## src/rtl/tvm_front.sv

```systemverilog
// ----------------------------------------------------------------------------
// tvm_front: offset magnitude and classification
// Mirrors x and y, takes the squared norm and an iterative square root,
// then works out whether the item lies in the deadzone and its gain.
// ----------------------------------------------------------------------------
`default_nettype none
module tvm_front #(
   parameter int unsigned SW = 24,
   parameter int unsigned FB = 16
) (
   input  wire logic              clock,
   input  wire logic              reset,
   input  wire logic              in_valid,
   output logic                   in_ready,
   input  wire logic signed [SW-1:0] in_x,
   input  wire logic signed [SW-1:0] in_y,
   input  wire logic signed [SW-1:0] in_z,
   input  wire logic [16:0]       deadzone,
   input  wire logic [15:0]       gain_edge,
   input  wire logic [15:0]       gain_slope,
   output logic                   out_valid,
   input  wire logic              out_ready,
   output logic [SW:0]            out_mx,
   output logic [SW:0]            out_my,
   output logic [SW:0]            out_mz,
   output logic [2:0]             out_neg,
   output logic                   out_live,
   output logic [15:0]            out_gain,
   output logic [SW+1:0]          out_norm
);
   localparam int unsigned MW = SW + 1;
   localparam int unsigned QW = 2 * MW + 2;
   localparam int unsigned NW = MW + 1;
   localparam int unsigned STEPS = QW / 2;
   localparam int unsigned CW = $clog2(STEPS + 4);

   typedef enum logic [4:0] {
      S_IDLE = 5'b00001, S_SQ = 5'b00010, S_ROOT = 5'b00100,
      S_GAIN = 5'b01000, S_DONE = 5'b10000
   } state_type;

   state_type state_ff, state_in;
   logic [MW-1:0] m_ff [3], m_in [3];
   logic [2:0] neg_ff, neg_in;
   logic [1:0] sq_ix_ff, sq_ix_in;
   logic [QW-1:0] acc_ff, acc_in;
   logic [QW-1:0] rem_ff, rem_in;
   logic [NW-1:0] root_ff, root_in;
   logic [CW-1:0] cnt_ff, cnt_in;
   logic live_ff, live_in;
   logic [15:0] gain_ff, gain_in;

   logic [QW-1:0] trial;
   logic [QW-1:0] rem_sh;
   logic [2*MW-1:0] sq_term;
   logic [NW:0] excess;
   logic [NW+16:0] prod;
   logic [NW+16:0] gsum;

   always_comb begin
      sq_term = m_ff[sq_ix_ff] * m_ff[sq_ix_ff];
      rem_sh = {rem_ff[QW-3:0], acc_ff[QW-1:QW-2]};
      trial = {root_ff[NW-1:0], 2'b01};
      excess = {1'b0, root_ff} - {{(NW-16){1'b0}}, deadzone};
      prod = excess[NW-1:0] * gain_slope;
      gsum = (prod >> (FB - 4)) + {{(NW+1){1'b0}}, gain_edge};
   end

   always_comb begin
      state_in = state_ff;
      m_in = m_ff;
      neg_in = neg_ff;
      sq_ix_in = sq_ix_ff;
      acc_in = acc_ff;
      rem_in = rem_ff;
      root_in = root_ff;
      cnt_in = cnt_ff;
      live_in = live_ff;
      gain_in = gain_ff;
      unique case (state_ff)
         S_IDLE: begin
            if (in_valid) begin
               // mirrored x/y: sign flips, magnitudes stay
               neg_in = {in_z[SW-1], ~in_y[SW-1] & (in_y != '0),
                         ~in_x[SW-1] & (in_x != '0)};
               m_in[0] = in_x[SW-1] ? MW'(-{in_x[SW-1], in_x}) : MW'(in_x);
               m_in[1] = in_y[SW-1] ? MW'(-{in_y[SW-1], in_y}) : MW'(in_y);
               m_in[2] = in_z[SW-1] ? MW'(-{in_z[SW-1], in_z}) : MW'(in_z);
               acc_in = '0;
               sq_ix_in = '0;
               state_in = S_SQ;
            end
         end
         S_SQ: begin
            acc_in = acc_ff + QW'(sq_term);
            sq_ix_in = sq_ix_ff + 2'd1;
            if (sq_ix_ff == 2'd2) begin
               rem_in = '0;
               root_in = '0;
               cnt_in = '0;
               state_in = S_ROOT;
            end
         end
         S_ROOT: begin
            // restoring square root, two bits a step
            acc_in = {acc_ff[QW-3:0], 2'b00};
            if (rem_sh >= trial) begin
               rem_in = rem_sh - trial;
               root_in = {root_ff[NW-2:0], 1'b1};
            end else begin
               rem_in = rem_sh;
               root_in = {root_ff[NW-2:0], 1'b0};
            end
            cnt_in = cnt_ff + CW'(1);
            if (cnt_ff == CW'(STEPS - 1)) state_in = S_GAIN;
         end
         S_GAIN: begin
            live_in = root_ff > {{(NW-17){1'b0}}, deadzone};
            gain_in = (gsum > (NW+17)'(16'hFFFF)) ? 16'hFFFF : gsum[15:0];
            state_in = S_DONE;
         end
         S_DONE: begin
            if (out_ready) state_in = S_IDLE;
         end
         default: state_in = S_IDLE;
      endcase
   end

   always_ff @(posedge clock) begin
      if (reset) state_ff <= S_IDLE;
      else state_ff <= state_in;
      m_ff <= m_in;
      neg_ff <= neg_in;
      sq_ix_ff <= sq_ix_in;
      acc_ff <= acc_in;
      rem_ff <= rem_in;
      root_ff <= root_in;
      cnt_ff <= cnt_in;
      live_ff <= live_in;
      gain_ff <= gain_in;
   end

   assign in_ready = (state_ff == S_IDLE);
   assign out_valid = (state_ff == S_DONE);
   assign out_mx = m_ff[0];
   assign out_my = m_ff[1];
   assign out_mz = m_ff[2];
   assign out_neg = neg_ff;
   assign out_live = live_ff;
   assign out_gain = gain_ff;
   assign out_norm = root_ff;
endmodule
`default_nettype wire

```

## config.mk

```make
export PLATFORM = sky130hd
export DESIGN_NAME = tvm_front
export DESIGN_NICKNAME = d
export VERILOG_FILES = /design/src/rtl/tvm_front.sv
export SDC_FILE = /design/constraint.sdc
export NUM_CORES = 2
export LEC_CHECK = 0
export BUFFER_PORTS_ARGS = -buffer_cell sky130_fd_sc_hd__buf_2
export CORE_ASPECT_RATIO = 1.4
export CORE_UTILIZATION = 41
export DETAILED_ROUTE_END_ITERATION = 6
export GPL_TIMING_DRIVEN = 0
export RECOVER_POWER = 25
export SYNTH_ARGS = -nofsm -noshare
export SYNTH_HDL_FRONTEND = slang
export SYNTH_SLANG_ARGS = --single-unit
```

## constraint.sdc

```tcl
create_clock -name clock -period 20.4 [get_ports clock]
set_input_delay 4.08 -clock clock [delete_from_list [all_inputs] [get_ports clock]]
set_output_delay 4.08 -clock clock [all_outputs]
set_load 0.02 [all_outputs]
```

# == Yosys cells after proc, flatten, opt, wreduce, memory -nomap -nowiden ==
# Index checks and enable logic that the tools add are counted.
# totals
elab_cells,79
output_inout_bits,123
in_bits,125
register_bits,235
# op_classes
n_reduce_logical,10
mux,23
n_mul,2
n_lt_le_gt_ge,4
add_sub_neg,9
eq_ne,11
bitwise_logic,5
# op_table
op,n
$pmux 52 s3,1
$mux 50,2
$pmux 50 s2,1
$neg 25->25,3
$mux 23,3
$add 52x50->52,1
$ge 52x28->1,1
$mux 52,1
$pmux 26 s2,1
$bmux 25 s2,1
$mul 25x25->50,1
$mux 25,2
$sub 50x28->50,1
$reduce_bool 24->1,2
$mul 26x16->42,1
$add 30x16->31,1
$gt 31x16->1 const B,1
$gt 26x17->1,1
$mux 26,1
$sub 26x17->26,1
$mux 5,5
$pmux 5 s5,1
$eq 5x5->1 const B,2
$pmux 5 s2,1
20 further kinds,28

# == Logic depth before layout (Yosys ltp) ==
# depth
ltp_word,7
ltp_mapped,52

# == Least setup slack after synthesis ==
# No wires, ideal clock.
# synth_path
path_type,in2reg
from,in deadzone[2]
to,"reg gain_ff[6], in the netlist out_gain[6] (data pin)"
setup_slack_ns,5.253
arrival_time_ns,14.870
stages,51
cell_sequence,inv_1 > ha_1 > nor2b_1 > o21ai_0 > a21boi_0 > o21ai_0 > a21boi_0 > o21ai_0 > nand2_1 > a21o_1 > a21o_1 > a21o_1 > a21oi_1 > clkbuf_1 > mux2i_1 > fa_1 > inv_1 > fa_1 > [... 15 more ...] > o21ai_0 > nand2b_1 > a21oi_1 > xnor2_1 > ha_1 > nand4_1 > or2_2 > o21ai_1 > a21oi_1 > nor2_1 > o41a_1 > or3b_1 > clkbuf_2 > nor4b_2 > o21ai_1 > a31oi_2 > buf_6 > nand4_1
# synth_between
elab_chain_len,4
# synth_lines
element,line_no,text
"start, declared",18,"input wire logic [16:0] deadzone,"
$sub 26x17->26 *,64,"excess = {1'b0, root_ff} - {{(NW-16){1'b0}}, deadzone};"
$mul 26x16->42 *,65,prod = excess[NW-1:0] * gain_slope;
$add 30x16->31 *,66,"gsum = (prod >> (FB - 4)) + {{(NW+1){1'b0}}, gain_edge};"
$gt 31x16->1,119,gain_in = (gsum > (NW+17)'(16'hFFFF)) ? 16'hFFFF : gsum[15:0];
"end signal, assigned",140,gain_ff <= gain_in;
"end, declared",51,"logic [15:0] gain_ff, gain_in;"
# Every way passes the cells marked *; elsewhere a longest branch is shown, timed or not.
# A chain may end at the register's enable or synchronous reset.

# == Worst setup path after layout ==
# layout_path
from,in deadzone[1]
to,"reg gain_ff[6], in the netlist out_gain[6] (data pin)"
# The elaborated chain is that of the path after synthesis.

==> flow_summary.yaml <==
worst_setup_path:
  cpMostUsedCell: "fa_1"
  worst_path_max_delay_cell: "a2111oi_0"
  cp-end-kind: "register"
  slowest_delay_ps: 890
  cp-start-kind: "input pin"
  crit_type: "input pin to register"
  critPathArrivalTime_ps: 17170
  required_ps: 20750
  worst-path-max-fanout: 10
global_route:
  grt_pass1_vias: 39500
  grt_start_max_net_pins: 79
  grt_first_pass_wirelength_um: 227000
  track_usage_pct: 25.9
  gr-total-overflow: 0
  antenna_found_initial: 1
cells_and_area:
  fill_cells: 11100
  layout_common_cells: "inv_1 (1,052), fa_1 (850), nand2_1 (635)"
  final_core_util_pct: 45.0
  drive_above_1_share_pct: 7.12
  area_growth_pct: 8.92
  fin_nets: 6708
  fin_area_mm2: 0.0509
  mostFrequentLayoutCell: "inv_1"
routing:
  ant_nets: 0
  drt_iter0_markers: 2282
  wl_per_cell_um: 21.4
  num_vias: 36600
  wirelength_um: 147000
  dr.pass1.iters: 6
  vias_per_cell: 5.32
  post-route-drc-count: 0
timing:
  fmax_mhz: 59.5
  worst_slew_pin_slew_ps: 2720
  tns_ps: 0
  clock_skew_ps: 22.3
  rsz0062_at_grt: "false"
  hold_viol: 0
  period_needed_ps: 16820
  setup_slack_ps: 3580
  period_share_pct: 82.4
  finalSetupViolCount: 0
  slew_violations: 95
  slew_headroom_pct: -81.0
yosys:
  syn_avg_cell_area_um2: 9.19
  netlist_area_mm2: 0.0467
  yosys_register_bits: 235
  yosysWarnings: 0
  synth_edf_count: 230
  synth_flop_cell: "edfxtp_1"
  ys_seq_area_share_pct: 15.0
  syn_inst: 5084
  synthArstFlopShare_pct: 0
  ys_types: 89
floorplan:
  dieArea_mm2: 0.115
  initial_utilization_pct: 41.3
  coreArea_mm2: 0.113
  io_pins: 248
  rows: 146
  die_w_um: 287
  chipHeight_um: 402
clock_tree:
  ctsHtreeMaxLevel: 1
  post_cts_buffers: 0
  cts_resized: 0
  cts.sinks: 235
  cts_hold_buf: 0
  clockBufferDepth: 3
  cts_made_buffers: 31
  clock_latency_ps: 650
  clk_pin_slew_ps: 60
  cts_tree: "done"
  cts_root_buf: "clkbuf_16"
flow_run:
  cap_viol_max_count: 3
outcome:
  status: "finished, violations left"
  violations: "max-capacitance violations, max-slew violations"
place:
  dp.final_hpwl_um: 124000
  gp_congestion: 0.976
  place_area_mm2: 0.0500
  preCtsSetupSlack_ps: 2910
  portBuffers: 247
min_path:
  worst_hold_path_type: "register to register"
[Yosys cell counts, types with 28 or more instances]
library cell | n | area (um^2)
inv_1 | 1053 | 3950
and2_1 | 122 | 763
nor2b_1 | 35 | 219
mux2_2 | 46 | 518
nand2_1 | 635 | 2380
nand3_1 | 46 | 230
xnor2_1 | 138 | 1210
a21o_1 | 84 | 631
edfxtp_1 | 230 | 6910
mux2i_1 | 54 | 541
a21oi_1 | 175 | 876
nor3_1 | 50 | 250
nor2_1 | 357 | 1340
clkbuf_1 | 180 | 676
fa_1 | 850 | 17000
o21a_1 | 30 | 225
ha_1 | 362 | 4530
xor2_1 | 57 | 499
o31ai_1 | 29 | 218
nand4_1 | 44 | 275
o21ai_0 | 131 | 656
or3_1 | 28 | 175
nand2b_1 | 60 | 375
[per-stage QoR]
stage          instances  hold slack, ps
2_1_floorplan       5086             528
3_3_place_gp        6813             563
3_5_place_dp        6817             574
4_1_cts             6874             590
5_1_grt             6875             605
6_report            6876             590
[worst paths after layout]
path                                   from  slack, ps  depth (start not counted)     endpoint
worst max-delay path            deadzone[1]       3580                         51  out_gain[6]
worst min-delay path              acc_ff[0]        590                          1    acc_ff[2]
worst max register to register  out_norm[0]       6680                         50  out_gain[6]
worst min register to register    acc_ff[0]        590                          1    acc_ff[2]
[registers in the layout (all words and copies together) (netlist names)]
register and flops:
acc_ff 52, cnt_ff 5, out_gain 16, out_live 1
out_mx 25, out_my 25, out_mz 25, out_neg 3
out_norm 26, rem_ff 50, sq_ix_ff 2, state_ff 5
[area by class of cell]
type                       instances  area, um^2  share of cell area, %
sequential                       235        7010                   13.8
tap                             1480        1850                   3.64
buffer                           205         791                   1.55
timing repair buffer             252        1300                   2.56
clock inverter                    26         220                  0.432
antenna                            1        2.50                0.00491
inverter                        1061        3980                   7.82
clock buffer                      31         776                   1.52
multi-input combinational       3585       35000                   68.7
[worst max-delay path: cells and delay by family]
| family | cells | cell delay, ps |
|---|---|---|
| AOI/OAI and AO/OA | 19 | 4760 |
| adders and majority gates | 9 | 4030 |
| and+or+nand+nor | 12 | 2330 |
| buffers and inverters | 9 | 1540 |
| xor gates and xnor gates | 2 | 420 |
[logic make-up after synthesis]
family,Yosys count,share of synthesized area (%)
AO/OA/AOI/OAI,605,8.35
XOR/XNOR,196,3.69
adder cells (fa/ha/maj),1212,46.1
buffers and inverters,1266,10.2
flip-flops,235,15.0
multiplexers,100,2.26
other,1,0.00802
AND/OR/NAND/NOR,1469,14.4
[metal layers]
| layer | global-route usage (%) | vias to the layer above | wire length [um] |
|---|---|---|---|
| li1 | - | 16500 | - |
| met1 | 28.0 | 18200 | 51900 |
| met2 | 47.3 | 1358 | 76200 |
| met3 | 3.43 | 437 | 8490 |
| met4 | 16.1 | 0 | 10900 |
| met5 | 0 | - | 0 |
Power is left out: the tool's default activity adds up to more than one toggle a clock period on the data nets, which glitch-free logic cannot reach.
